$ cat config.mk
export PLATFORM = sky130hd
export DESIGN_NAME = xpmd_parser
export DESIGN_NICKNAME = d
export VERILOG_FILES = /design/src/rtl/core/xpmd_pkg.sv /design/src/rtl/core/xpmd_parser.sv
export SDC_FILE = /design/constraint.sdc
export NUM_CORES = 1
export LEC_CHECK = 0
export BUFFER_PORTS_ARGS = -buffer_cell sky130_fd_sc_hd__clkbuf_2
export CELL_PAD_IN_SITES_DETAIL_PLACEMENT = 0
export CELL_PAD_IN_SITES_GLOBAL_PLACEMENT = 1
export CORE_ASPECT_RATIO = 0.8
export CORE_UTILIZATION = 48
export CTS_BUF_LIST = sky130_fd_sc_hd__clkbuf_4 sky130_fd_sc_hd__clkbuf_8
export CTS_CLUSTER_DIAMETER = 120
export DETAILED_ROUTE_END_ITERATION = 16
export PLACE_DENSITY_LB_ADDON = 0.1
export SLEW_MARGIN = 20
export SYNTH_ARGS = -nofsm -noshare
export SYNTH_HDL_FRONTEND = slang
export SYNTH_SLANG_ARGS = --single-unit
export TNS_END_PERCENT = 10
$ cat constraint.sdc
create_clock -name clk -period 7.1 [get_ports clk]
set_clock_uncertainty 0.2 [all_clocks]
set_input_delay 1.42 -clock clk [delete_from_list [all_inputs] [get_ports clk]]
set_output_delay 1.42 -clock clk [all_outputs]
set_load 0.03 [all_outputs]
$ cat src/rtl/core/xpmd_pkg.sv
// Package for the XPM stream decoder: phase and substate codes, status codes,
// event structs and the small character tables. No dependencies.
`default_nettype none
package xpmd_pkg;

  localparam int LINE_BYTES_DEF = 1024;
  localparam int PALETTE_ENTRIES = 256;
  localparam int MAX_HEIGHT = 65535;

  typedef enum logic [2:0] {
    PH_HEADER = 3'd0,
    PH_NAME   = 3'd1,
    PH_SIZE   = 3'd2,
    PH_COLOUR = 3'd3,
    PH_PIXEL  = 3'd4,
    PH_DONE   = 3'd5
  } phase_t;

  typedef enum logic [2:0] {
    CS_QUOTE   = 3'd0,
    CS_KEY     = 3'd1,
    CS_SEEKC   = 3'd2,
    CS_SPACE   = 3'd3,
    CS_HEX     = 3'd4,
    CS_HEXSTOP = 3'd5,
    CS_NAME    = 3'd6,
    CS_DONE    = 3'd7
  } csub_t;

  // line class in the low two bits of the comment scan register
  localparam logic [1:0] LC_OPEN    = 2'd0;
  localparam logic [1:0] LC_REAL    = 2'd1;
  localparam logic [1:0] LC_COMMENT = 2'd2;
  localparam logic [1:0] LC_SLASH   = 2'd3;

  localparam logic [2:0] ST_PIXEL      = 3'd0;
  localparam logic [2:0] ST_BAD_HEADER = 3'd1;
  localparam logic [2:0] ST_BAD_COLOUR = 3'd2;
  localparam logic [2:0] ST_SIZE       = 3'd3;
  localparam logic [2:0] ST_EARLY_END  = 3'd4;

  localparam logic [7:0] CH_LF    = 8'h0A;
  localparam logic [7:0] CH_SLASH = 8'h2F;
  localparam logic [7:0] CH_STAR  = 8'h2A;
  localparam logic [7:0] CH_QUOTE = 8'h22;
  localparam logic [7:0] CH_HASH  = 8'h23;
  localparam logic [7:0] CH_SPACE = 8'h20;
  localparam logic [7:0] CH_C     = 8'h63;

  localparam logic [3:0] MAGIC_LEN = 4'd9;

  typedef struct packed {
    logic        valid;
    logic        pixel;
    logic [2:0]  status;
    logic [9:0]  column;
    logic [15:0] row;
    logic        last;
  } ev_t;

  typedef struct packed {
    logic        en;
    logic [7:0]  addr;
    logic [31:0] data;
  } pal_wr_t;

  function automatic logic [7:0] magic_char(input logic [3:0] idx);
    logic [7:0] ch;
    case (idx)
      4'd0: ch = "/";
      4'd1: ch = "*";
      4'd2: ch = " ";
      4'd3: ch = "X";
      4'd4: ch = "P";
      4'd5: ch = "M";
      4'd6: ch = " ";
      4'd7: ch = "*";
      default: ch = "/";
    endcase
    return ch;
  endfunction

  // {ok, value}
  function automatic logic [4:0] hex_val(input logic [7:0] c);
    logic [4:0] r;
    r = 5'd0;
    if (c >= "0" && c <= "9") r = {1'b1, 4'(c - "0")};
    else if (c >= "a" && c <= "f") r = {1'b1, 4'(c - "a" + 8'd10)};
    else if (c >= "A" && c <= "F") r = {1'b1, 4'(c - "A" + 8'd10)};
    return r;
  endfunction

  function automatic logic is_alnum(input logic [7:0] c);
    return (c >= "0" && c <= "9") || (c >= "a" && c <= "z") || (c >= "A" && c <= "Z");
  endfunction

  // names packed first character lowest
  function automatic logic [31:0] name_rgba(input logic [55:0] n);
    logic [31:0] r;
    case (n)
      56'h00_0000_656E_6F6E: r = 32'h0000_0000; // none
      56'h00_6B63_616C_62:   r = 32'h0000_00FF; // black
      56'h00_0000_0064_6572: r = 32'hFF00_00FF; // red
      56'h00_006E_6565_7267: r = 32'h00FF_00FF; // green
      56'h00_0000_6575_6C62: r = 32'h0000_FFFF; // blue
      56'h00_776F_6C6C_6579: r = 32'hFFFF_00FF; // yellow
      56'h00_0000_6E61_7963: r = 32'h00FF_FFFF; // cyan
      56'h00_0000_7961_7267: r = 32'h8080_80FF; // gray
      default:               r = 32'h0000_0000;
    endcase
    return r;
  endfunction

endpackage
`default_nettype wire

$ cat src/rtl/core/xpmd_parser.sv
// Byte parser of the XPM stream decoder: header, comments, size line,
// colour lines and pixel lines. Emits one event per byte at most. Uses xpmd_pkg.
`default_nettype none
module xpmd_parser
  import xpmd_pkg::*;
#(
  parameter int LINE_BYTES = LINE_BYTES_DEF
) (
  input  wire logic       clk,
  input  wire logic       rst,
  input  wire logic       fire,
  input  wire logic [7:0] data_byte,
  input  wire logic       end_of_input,
  output ev_t             ev,
  output pal_wr_t         wr
);

  localparam int LPW  = $clog2(LINE_BYTES);
  localparam int CMPW = (LPW > 10) ? LPW : 10;
  localparam int WLIM = (LINE_BYTES - 2 < 1023) ? LINE_BYTES - 2 : 1023;

  phase_t        parse_phase, parse_phase_next;
  logic          comment_mode, comment_mode_next;
  logic [2:0]    comment_scan, comment_scan_next;
  logic [LPW-1:0] line_position, line_position_next;
  logic [3:0]    header_match_index, header_match_index_next;
  logic [15:0]   number_value, number_value_next;
  logic [1:0]    number_count, number_count_next;
  logic          digit_run, digit_run_next;
  logic [9:0]    image_width, image_width_next;
  logic [15:0]   image_height, image_height_next;
  logic [8:0]    colour_total, colour_total_next;
  logic [8:0]    colours_done, colours_done_next;
  logic [15:0]   current_row, current_row_next;
  logic [7:0]    colour_key, colour_key_next;
  csub_t         colour_substate, colour_substate_next;
  logic [23:0]   hex_accumulator, hex_accumulator_next;
  logic [2:0]    hex_digit_count, hex_digit_count_next;
  logic [55:0]   name_chars, name_chars_next;
  logic          error_latched, error_latched_next;

  always_ff @(posedge clk) begin
    if (rst) begin
      parse_phase        <= PH_HEADER;
      comment_mode       <= 1'b0;
      comment_scan       <= '0;
      line_position      <= '0;
      header_match_index <= '0;
      number_value       <= '0;
      number_count       <= '0;
      digit_run          <= 1'b0;
      image_width        <= '0;
      image_height       <= '0;
      colour_total       <= '0;
      colours_done       <= '0;
      current_row        <= '0;
      colour_key         <= '0;
      colour_substate    <= CS_QUOTE;
      hex_accumulator    <= '0;
      hex_digit_count    <= '0;
      name_chars         <= '0;
      error_latched      <= 1'b0;
    end else if (fire) begin
      parse_phase        <= parse_phase_next;
      comment_mode       <= comment_mode_next;
      comment_scan       <= comment_scan_next;
      line_position      <= line_position_next;
      header_match_index <= header_match_index_next;
      number_value       <= number_value_next;
      number_count       <= number_count_next;
      digit_run          <= digit_run_next;
      image_width        <= image_width_next;
      image_height       <= image_height_next;
      colour_total       <= colour_total_next;
      colours_done       <= colours_done_next;
      current_row        <= current_row_next;
      colour_key         <= colour_key_next;
      colour_substate    <= colour_substate_next;
      hex_accumulator    <= hex_accumulator_next;
      hex_digit_count    <= hex_digit_count_next;
      name_chars         <= name_chars_next;
      error_latched      <= error_latched_next;
    end
  end

  logic        run_bad;
  logic [4:0]  hv;
  logic [19:0] num_mul;
  logic [7:0]  lc;
  logic [1:0]  cls;
  logic [1:0]  flush_k;
  logic [23:0] acc_flush;
  logic [LPW-1:0] pos;
  logic [CMPW-1:0] pos_w, width_w;
  logic        do_real;
  logic        do_run_end;
  logic        last;

  always_comb begin
    run_bad = 1'b0;
    case (number_count)
      2'd0:    run_bad = (number_value == 16'd0) || (number_value > 16'(WLIM));
      2'd1:    run_bad = (number_value == 16'd0) || (32'(number_value) > MAX_HEIGHT);
      default: run_bad = (32'(number_value) > PALETTE_ENTRIES);
    endcase
  end

  assign hv      = hex_val(data_byte);
  assign num_mul = 20'(number_value) * 20'd10 + 20'(data_byte - "0");
  assign lc      = (data_byte >= "A" && data_byte <= "Z") ? data_byte + 8'd32 : data_byte;
  assign pos     = line_position;
  assign pos_w   = CMPW'(pos);
  assign width_w = CMPW'(image_width);
  // pairs still to start: each shifts the accumulator one byte
  assign flush_k = 2'((4'd6 - {1'b0, hex_digit_count}) >> 1);

  always_comb begin
    case (flush_k)
      2'd3:    acc_flush = 24'h0;
      2'd2:    acc_flush = {hex_accumulator[7:0], 16'h0};
      2'd1:    acc_flush = {hex_accumulator[15:0], 8'h0};
      default: acc_flush = hex_accumulator;
    endcase
  end

  always_comb begin
    parse_phase_next        = parse_phase;
    comment_mode_next       = comment_mode;
    comment_scan_next       = comment_scan;
    line_position_next      = line_position;
    header_match_index_next = header_match_index;
    number_value_next       = number_value;
    number_count_next       = number_count;
    digit_run_next          = digit_run;
    image_width_next        = image_width;
    image_height_next       = image_height;
    colour_total_next       = colour_total;
    colours_done_next       = colours_done;
    current_row_next        = current_row;
    colour_key_next         = colour_key;
    colour_substate_next    = colour_substate;
    hex_accumulator_next    = hex_accumulator;
    hex_digit_count_next    = hex_digit_count;
    name_chars_next         = name_chars;
    error_latched_next      = error_latched;
    ev                      = '0;
    wr                      = '0;
    wr.addr                 = colour_key;
    cls                     = comment_scan[1:0];
    do_real                 = 1'b0;
    do_run_end              = 1'b0;
    last                    = 1'b0;

    if (!error_latched && parse_phase != PH_DONE) begin
      if (end_of_input) begin
        ev.valid = 1'b1;
        ev.status = ST_EARLY_END;
        error_latched_next = 1'b1;
      end else if (data_byte == CH_LF || line_position >= LPW'(LINE_BYTES - 1)) begin
        // line end
        line_position_next = '0;
        comment_scan_next  = '0;
        if (parse_phase == PH_HEADER) begin
          if (header_match_index < MAGIC_LEN) begin
            ev.valid = 1'b1;
            ev.status = ST_BAD_HEADER;
            error_latched_next = 1'b1;
          end else begin
            parse_phase_next = PH_NAME;
          end
        end else begin
          if (cls == LC_OPEN || cls == LC_SLASH) begin
            cls = comment_mode ? LC_COMMENT : LC_REAL;
          end
          if (cls != LC_COMMENT) begin
            case (parse_phase)
              PH_NAME: begin
                parse_phase_next = PH_SIZE;
              end
              PH_SIZE: begin
                if (digit_run && run_bad) begin
                  ev.valid = 1'b1;
                  ev.status = ST_SIZE;
                  error_latched_next = 1'b1;
                  do_run_end = 1'b1;
                end else if (number_count + 2'(digit_run) < 2'd3 && number_count != 2'd3) begin
                  do_run_end = digit_run;
                  ev.valid = 1'b1;
                  ev.status = ST_BAD_HEADER;
                  error_latched_next = 1'b1;
                end else begin
                  do_run_end = digit_run;
                  colour_substate_next = CS_QUOTE;
                end
              end
              PH_COLOUR: begin
                if (colour_substate == CS_QUOTE || colour_substate == CS_KEY ||
                    colour_substate == CS_SEEKC) begin
                  ev.valid = 1'b1;
                  ev.status = ST_BAD_COLOUR;
                  error_latched_next = 1'b1;
                end else begin
                  if (colour_substate == CS_SPACE) begin
                    wr.en = 1'b1;
                    wr.data = 32'h0;
                    name_chars_next = '0;
                  end else if (colour_substate == CS_NAME) begin
                    wr.en = 1'b1;
                    wr.data = name_rgba(name_chars);
                  end else if (colour_substate == CS_HEX || colour_substate == CS_HEXSTOP) begin
                    // pad missing digits as non-hex
                    wr.en = 1'b1;
                    wr.data = {acc_flush, 8'hFF};
                    hex_accumulator_next = acc_flush;
                    hex_digit_count_next = 3'd6;
                  end
                  colours_done_next = colours_done + 9'd1;
                  colour_substate_next = CS_QUOTE;
                  parse_phase_next = (colours_done_next >= colour_total) ? PH_PIXEL : PH_COLOUR;
                end
              end
              PH_PIXEL: begin
                current_row_next = current_row + 16'd1;
                if ({1'b0, current_row} + 17'd1 >= {1'b0, image_height}) begin
                  parse_phase_next = PH_DONE;
                end
              end
              default: ;
            endcase
          end
        end
      end else begin
        line_position_next = pos + LPW'(1);
        if (parse_phase == PH_HEADER) begin
          if (header_match_index < MAGIC_LEN) begin
            if (data_byte != magic_char(header_match_index)) begin
              ev.valid = 1'b1;
              ev.status = ST_BAD_HEADER;
              error_latched_next = 1'b1;
            end else begin
              header_match_index_next = header_match_index + 4'd1;
            end
          end
        end else if (pos == '0) begin
          if (data_byte == CH_SLASH) begin
            comment_scan_next = {1'b0, LC_SLASH};
          end else if (comment_mode) begin
            if (comment_scan[2] && data_byte == CH_SLASH) comment_mode_next = 1'b0;
            comment_scan_next = {data_byte == CH_STAR, LC_COMMENT};
          end else begin
            comment_scan_next = {1'b0, LC_REAL};
            do_real = 1'b1;
          end
        end else if (comment_scan[1:0] == LC_SLASH) begin
          if (data_byte == CH_STAR) begin
            comment_scan_next = {1'b0, LC_COMMENT};
            comment_mode_next = 1'b1;
          end else if (comment_mode) begin
            if (comment_scan[2] && data_byte == CH_SLASH) comment_mode_next = 1'b0;
            comment_scan_next = {data_byte == CH_STAR, LC_COMMENT};
          end else begin
            comment_scan_next = {1'b0, LC_REAL};
            do_real = 1'b1;
          end
        end else if (comment_scan[1:0] == LC_COMMENT) begin
          if (comment_scan[2] && data_byte == CH_SLASH) comment_mode_next = 1'b0;
          comment_scan_next = {data_byte == CH_STAR, LC_COMMENT};
        end else begin
          do_real = 1'b1;
        end
      end

      if (do_real) begin
        case (parse_phase)
          PH_SIZE: begin
            if (number_count != 2'd3) begin
              if (data_byte >= "0" && data_byte <= "9") begin
                digit_run_next = 1'b1;
                number_value_next = (num_mul > 20'd65535) ? 16'hFFFF : num_mul[15:0];
              end else if (digit_run) begin
                do_run_end = 1'b1;
                if (run_bad) begin
                  ev.valid = 1'b1;
                  ev.status = ST_SIZE;
                  error_latched_next = 1'b1;
                end
              end
            end
          end
          PH_COLOUR: begin
            case (colour_substate)
              CS_QUOTE: begin
                if (data_byte == CH_QUOTE) colour_substate_next = CS_KEY;
              end
              CS_KEY: begin
                colour_key_next = data_byte;
                colour_substate_next = CS_SEEKC;
              end
              CS_SEEKC: begin
                if (data_byte == CH_C) colour_substate_next = CS_SPACE;
              end
              CS_SPACE: begin
                if (data_byte != CH_SPACE) begin
                  hex_digit_count_next = '0;
                  hex_accumulator_next = '0;
                  name_chars_next = '0;
                  if (data_byte == CH_HASH) begin
                    colour_substate_next = CS_HEX;
                  end else if (!is_alnum(data_byte)) begin
                    wr.en = 1'b1;
                    wr.data = 32'h0;
                    colour_substate_next = CS_DONE;
                  end else begin
                    name_chars_next = {48'h0, lc};
                    hex_digit_count_next = 3'd1;
                    colour_substate_next = CS_NAME;
                  end
                end
              end
              CS_HEX, CS_HEXSTOP: begin
                if (!hex_digit_count[0]) begin
                  hex_accumulator_next = {hex_accumulator[15:0], 4'h0, hv[3:0] & {4{hv[4]}}};
                  colour_substate_next = hv[4] ? CS_HEX : CS_HEXSTOP;
                end else begin
                  if (colour_substate == CS_HEX && hv[4]) begin
                    hex_accumulator_next = {hex_accumulator[23:8], hex_accumulator[3:0], hv[3:0]};
                  end
                  colour_substate_next = CS_HEX;
                end
                hex_digit_count_next = hex_digit_count + 3'd1;
                if (hex_digit_count_next >= 3'd6) begin
                  wr.en = 1'b1;
                  wr.data = {hex_accumulator_next, 8'hFF};
                  colour_substate_next = CS_DONE;
                end
              end
              CS_NAME: begin
                if (!is_alnum(data_byte)) begin
                  wr.en = 1'b1;
                  wr.data = name_rgba(name_chars);
                  colour_substate_next = CS_DONE;
                end else if (hex_digit_count < 3'd7) begin
                  name_chars_next[8*hex_digit_count +: 8] = lc;
                  hex_digit_count_next = hex_digit_count + 3'd1;
                end
              end
              default: ;
            endcase
          end
          PH_PIXEL: begin
            if (pos_w >= CMPW'(1) && pos_w <= width_w) begin
              last = ({1'b0, current_row} + 17'd1 == {1'b0, image_height}) &&
                     (pos_w == width_w);
              ev.valid  = 1'b1;
              ev.pixel  = 1'b1;
              ev.status = ST_PIXEL;
              ev.column = 10'(pos_w - CMPW'(1));
              ev.row    = current_row;
              ev.last   = last;
              if (last) parse_phase_next = PH_DONE;
            end
          end
          default: ;
        endcase
      end

      if (do_run_end) begin
        case (number_count)
          2'd0:    image_width_next  = number_value[9:0];
          2'd1:    image_height_next = number_value;
          default: colour_total_next = number_value[8:0];
        endcase
        number_count_next = number_count + 2'd1;
        number_value_next = '0;
        digit_run_next    = 1'b0;
      end

      // size line accepted: enter the colour section, or the pixels if no colours are due
      if (parse_phase == PH_SIZE && colour_substate_next == CS_QUOTE &&
          !error_latched_next && (data_byte == CH_LF ||
          line_position >= LPW'(LINE_BYTES - 1)) && cls != LC_COMMENT) begin
        parse_phase_next = (colours_done >= colour_total_next) ? PH_PIXEL : PH_COLOUR;
      end
    end
  end

endmodule
`default_nettype wire

==> results.tsv <==
stage	metric	value	unit
outcome	status	finished clean	
placement	dpl.hpwl	35200	um
sta	worst_slack	733	ps
floorplanning	die_area	32100	um^2
flow_run	max-cap-violations	0	
global_routing	grt_max_degree	89	
worst_setup_path	endpoint	wr[27]	
logic_synthesis	synth_commonest_cells	nor2_1 (202), dfxtp_1 (201), nand2_1 (182)	
cts	hold_buffers	0	
worst_setup_path	crit_start	line_position[0]	
placement	place_ws	804	ps
floorplanning	start_util	49.2	%
logic_synthesis	synth-edff-count	0	
logic_synthesis	ys_warn_count	0	
worst_setup_path	worst_ep_arrival_time	4750	ps
routing	firstDrtPassIters	8	
worst_setup_path	r2r-end	parse_phase[0]	
sta	hold_viol	0	
sta	rsz0062_at_grt	false	
sta	post-route-min-period	6370	ps
sta	fmax	157	MHz
cts	clkSinkCount	201	
logic_synthesis	syn_inst	1956	
worst_setup_path	reg2regPathDepth	19	
global_routing	antenna_found_initial	1	
cells_and_area	areaGrowthSynthToFinish	10.1	%
cells_and_area	nets	2127	
routing	met2WireLength	19500	um
worst_setup_path	r2r-start	line_position[0]	
cells_and_area	n_fill_cell	2965	
routing	via_per_inst	6.21	
routing	drt-initial-drc-count	1481	
global_routing	grt_pass1_vias	13900	
cts	cts_setup_buffers	0	
sta	setup_violations	0	
sta	maxSlewViolCount	0	
cts	cts_buffers	36	
logic_synthesis	synth_area_leaders	dfxtp_1 (27%), ha_1 (9.9%), a21oi_1 (5.9%)	
cts	clkTransAtPathRegs	60	ps
cells_and_area	fin_cells	2430	
floorplanning	die_width	200	um
routing	drcViolationCount	0	
logic_synthesis	seq_area_frac_synth	26.7	%
routing	met3_length	3740	um
global_routing	grt_first_pass_wirelength	76200	um
logic_synthesis	synth_ff_type	dfxtp_1	
worst_setup_path	rrSetupSlack	1170	ps
cts	cts_root_buf	clkbuf_8	
floorplanning	core_area	30600	um^2
floorplanning	ioPinCount	85	
global_routing	globalRouteOverflowTotal	0	
worst_setup_path	crit_fanout	11	
routing	vias	15100	
sta	worst_pin_slew	1050	ps
routing	top_layer_used	met4	
routing	post_drt_wl_per_cell	19.7	um
cts	cts_resized	0	
worst_setup_path	critPathCaptureType	output port	
floorplanning	rows	57	
sta	fin_crit_sh	89.7	%
sta	relSlewSlack	29.7	%
hold_path	hp-class	flip-flop to flip-flop	
logic_synthesis	synth_area	15100	um^2
logic_synthesis	synth_nets	2089	
global_routing	grt_usage	29.7	%
worst_setup_path	start_kind	flip-flop	
power	leakage	6.41	nW
logic_synthesis	avgSynthCellArea	7.70	um^2
placement	dp.cells	2369	
power	cellPowerDensity	153	nW/um^2
logic_synthesis	yosys.area.top_type	dfxtp_1	
logic_synthesis	synth.distinct_cells	85	
floorplanning	die_y	160	um
cells_and_area	drive_above_1_share	11.0	%
cts	worst_skew_pair.late_latency	570	ps
cts	cts_buffer_depth	3	
routing	met1_length	23500	um
logic_synthesis	synth.most_common_cell	nor2_1	
cts	tritoncts	yes	
power	ir_worst_vdd	0.000107	V
routing	postRouteAntennaNets	0	
logic_synthesis	ys_ff_latch	201	
logic_synthesis	synth_top_cell_area_share	26.7	%
worst_setup_path	criticalPathCategory	flip-flop to output port	
placement	io_buffers	84	
logic_synthesis	async_flop_share	0	%
routing	wirelength	47800	um
worst_setup_path	critPathRequiredTime	5480	ps
sta	tns	0	ps
placement	gp_congestion	0.967	
cts	htree_levels	2	
cells_and_area	antenna_cells	0	
worst min-delay path by stage:
stage / endpoint / start / cells past startpoint
3_3_place_gp: image_height[15] / image_height[15] / 2
6_report: image_height[6] / image_height[6] / 2
4_1_cts: image_height[3] / image_height[3] / 2
2_1_floorplan: name_chars[14] / name_chars[14] / 1
3_5_place_dp: name_chars[6] / name_chars[6] / 1
5_1_grt: image_height[3] / image_height[3] / 2
layout by cell type, fill, tap and decap left out, types with 29 or more instances in the layout:
master / instances
a31oi_1: 29
nand3_1: 94
mux2i_1: 36
a22o_1: 59
inv_1: 68
nor2_1: 202
xor2_1: 42
nor3_1: 39
dfxtp_1: 201
a21oi_1: 177
ha_1: 119
buf_4: 32
clkbuf_8: 42
clkbuf_2: 83
and2_1: 36
o21ai_0: 77
nand2_1: 182
xnor2_1: 53
nand4_1: 30
stage by stage:
stage	total power, mW	util, %	hold WS, ps	instance area, um^2
finish	2.54	54.1	256	16600
global route	2.63	54.1	272	16600
CTS	2.56	54.1	257	16500
detailed placement	1.34	51.5	247	15800
global placement	1.34	51.5	243	15800
floorplan	1.28	-	225	15100
registers in the layout, summed over array words and instances (netlist names), 2 cells and up, named ones only:
name and flops:
comment_scan 3, line_position 10, image_width 10, header_match_index 4, hex_accumulator 24, parse_phase 3
colours_done 9, colour_total 9, colour_substate 3, current_row 16, colour_key 8, image_height 16
name_chars 56, number_count 2, number_value 16, hex_digit_count 3
worst max-delay path, cell delays in order (launching register included):
cell and delay [ps]:
dfxtp_1 360, inv_1 160, ha_1 220, or4b_2 670, nor3_2 450, mux2i_2 400
nand2_2 230, nor2_1 330, nand3_1 560, o221ai_1 530, clkbuf_2 280
report_power, final:
part           internal (mW)  switching, mW  total (mW)
clock                  0.699          0.521        1.22
sequential              1.13        0.00369        1.13
combinational         0.0521          0.136       0.188
cell type report:
cell class	count	area [um^2]	share of cell area (%)
multi-input cells	1571	10300	62.3
clock buffers	51	646	3.90
inverters	69	259	1.56
clock inverters	10	138	0.831
flip-flops and latches	201	4020	24.3
well taps	413	517	3.12
repair buffers	115	656	3.96
routing by layer:
metal,up-vias,GRT usage [%]
met5,-,0
met4,0,9.09
met3,81,5.14
met2,570,41.7
met1,7203,45.3
li1,7248,-
kinds of logic (layout without fill, tap and decap cells):
kind of cell,Yosys count,after routing,share of synthesized area (%)
and+or+nand+nor,744,744,24.2
AOI/OAI and AO/OA,559,559,24.8
DFF,201,201,26.7
buffers and inverters,184,245,4.98
adders and majority gates,121,121,10.2
xor gates and xnor gates,95,95,5.53
muxes,52,52,3.61
No activity file was read; power rests on OpenSTA's default activity.
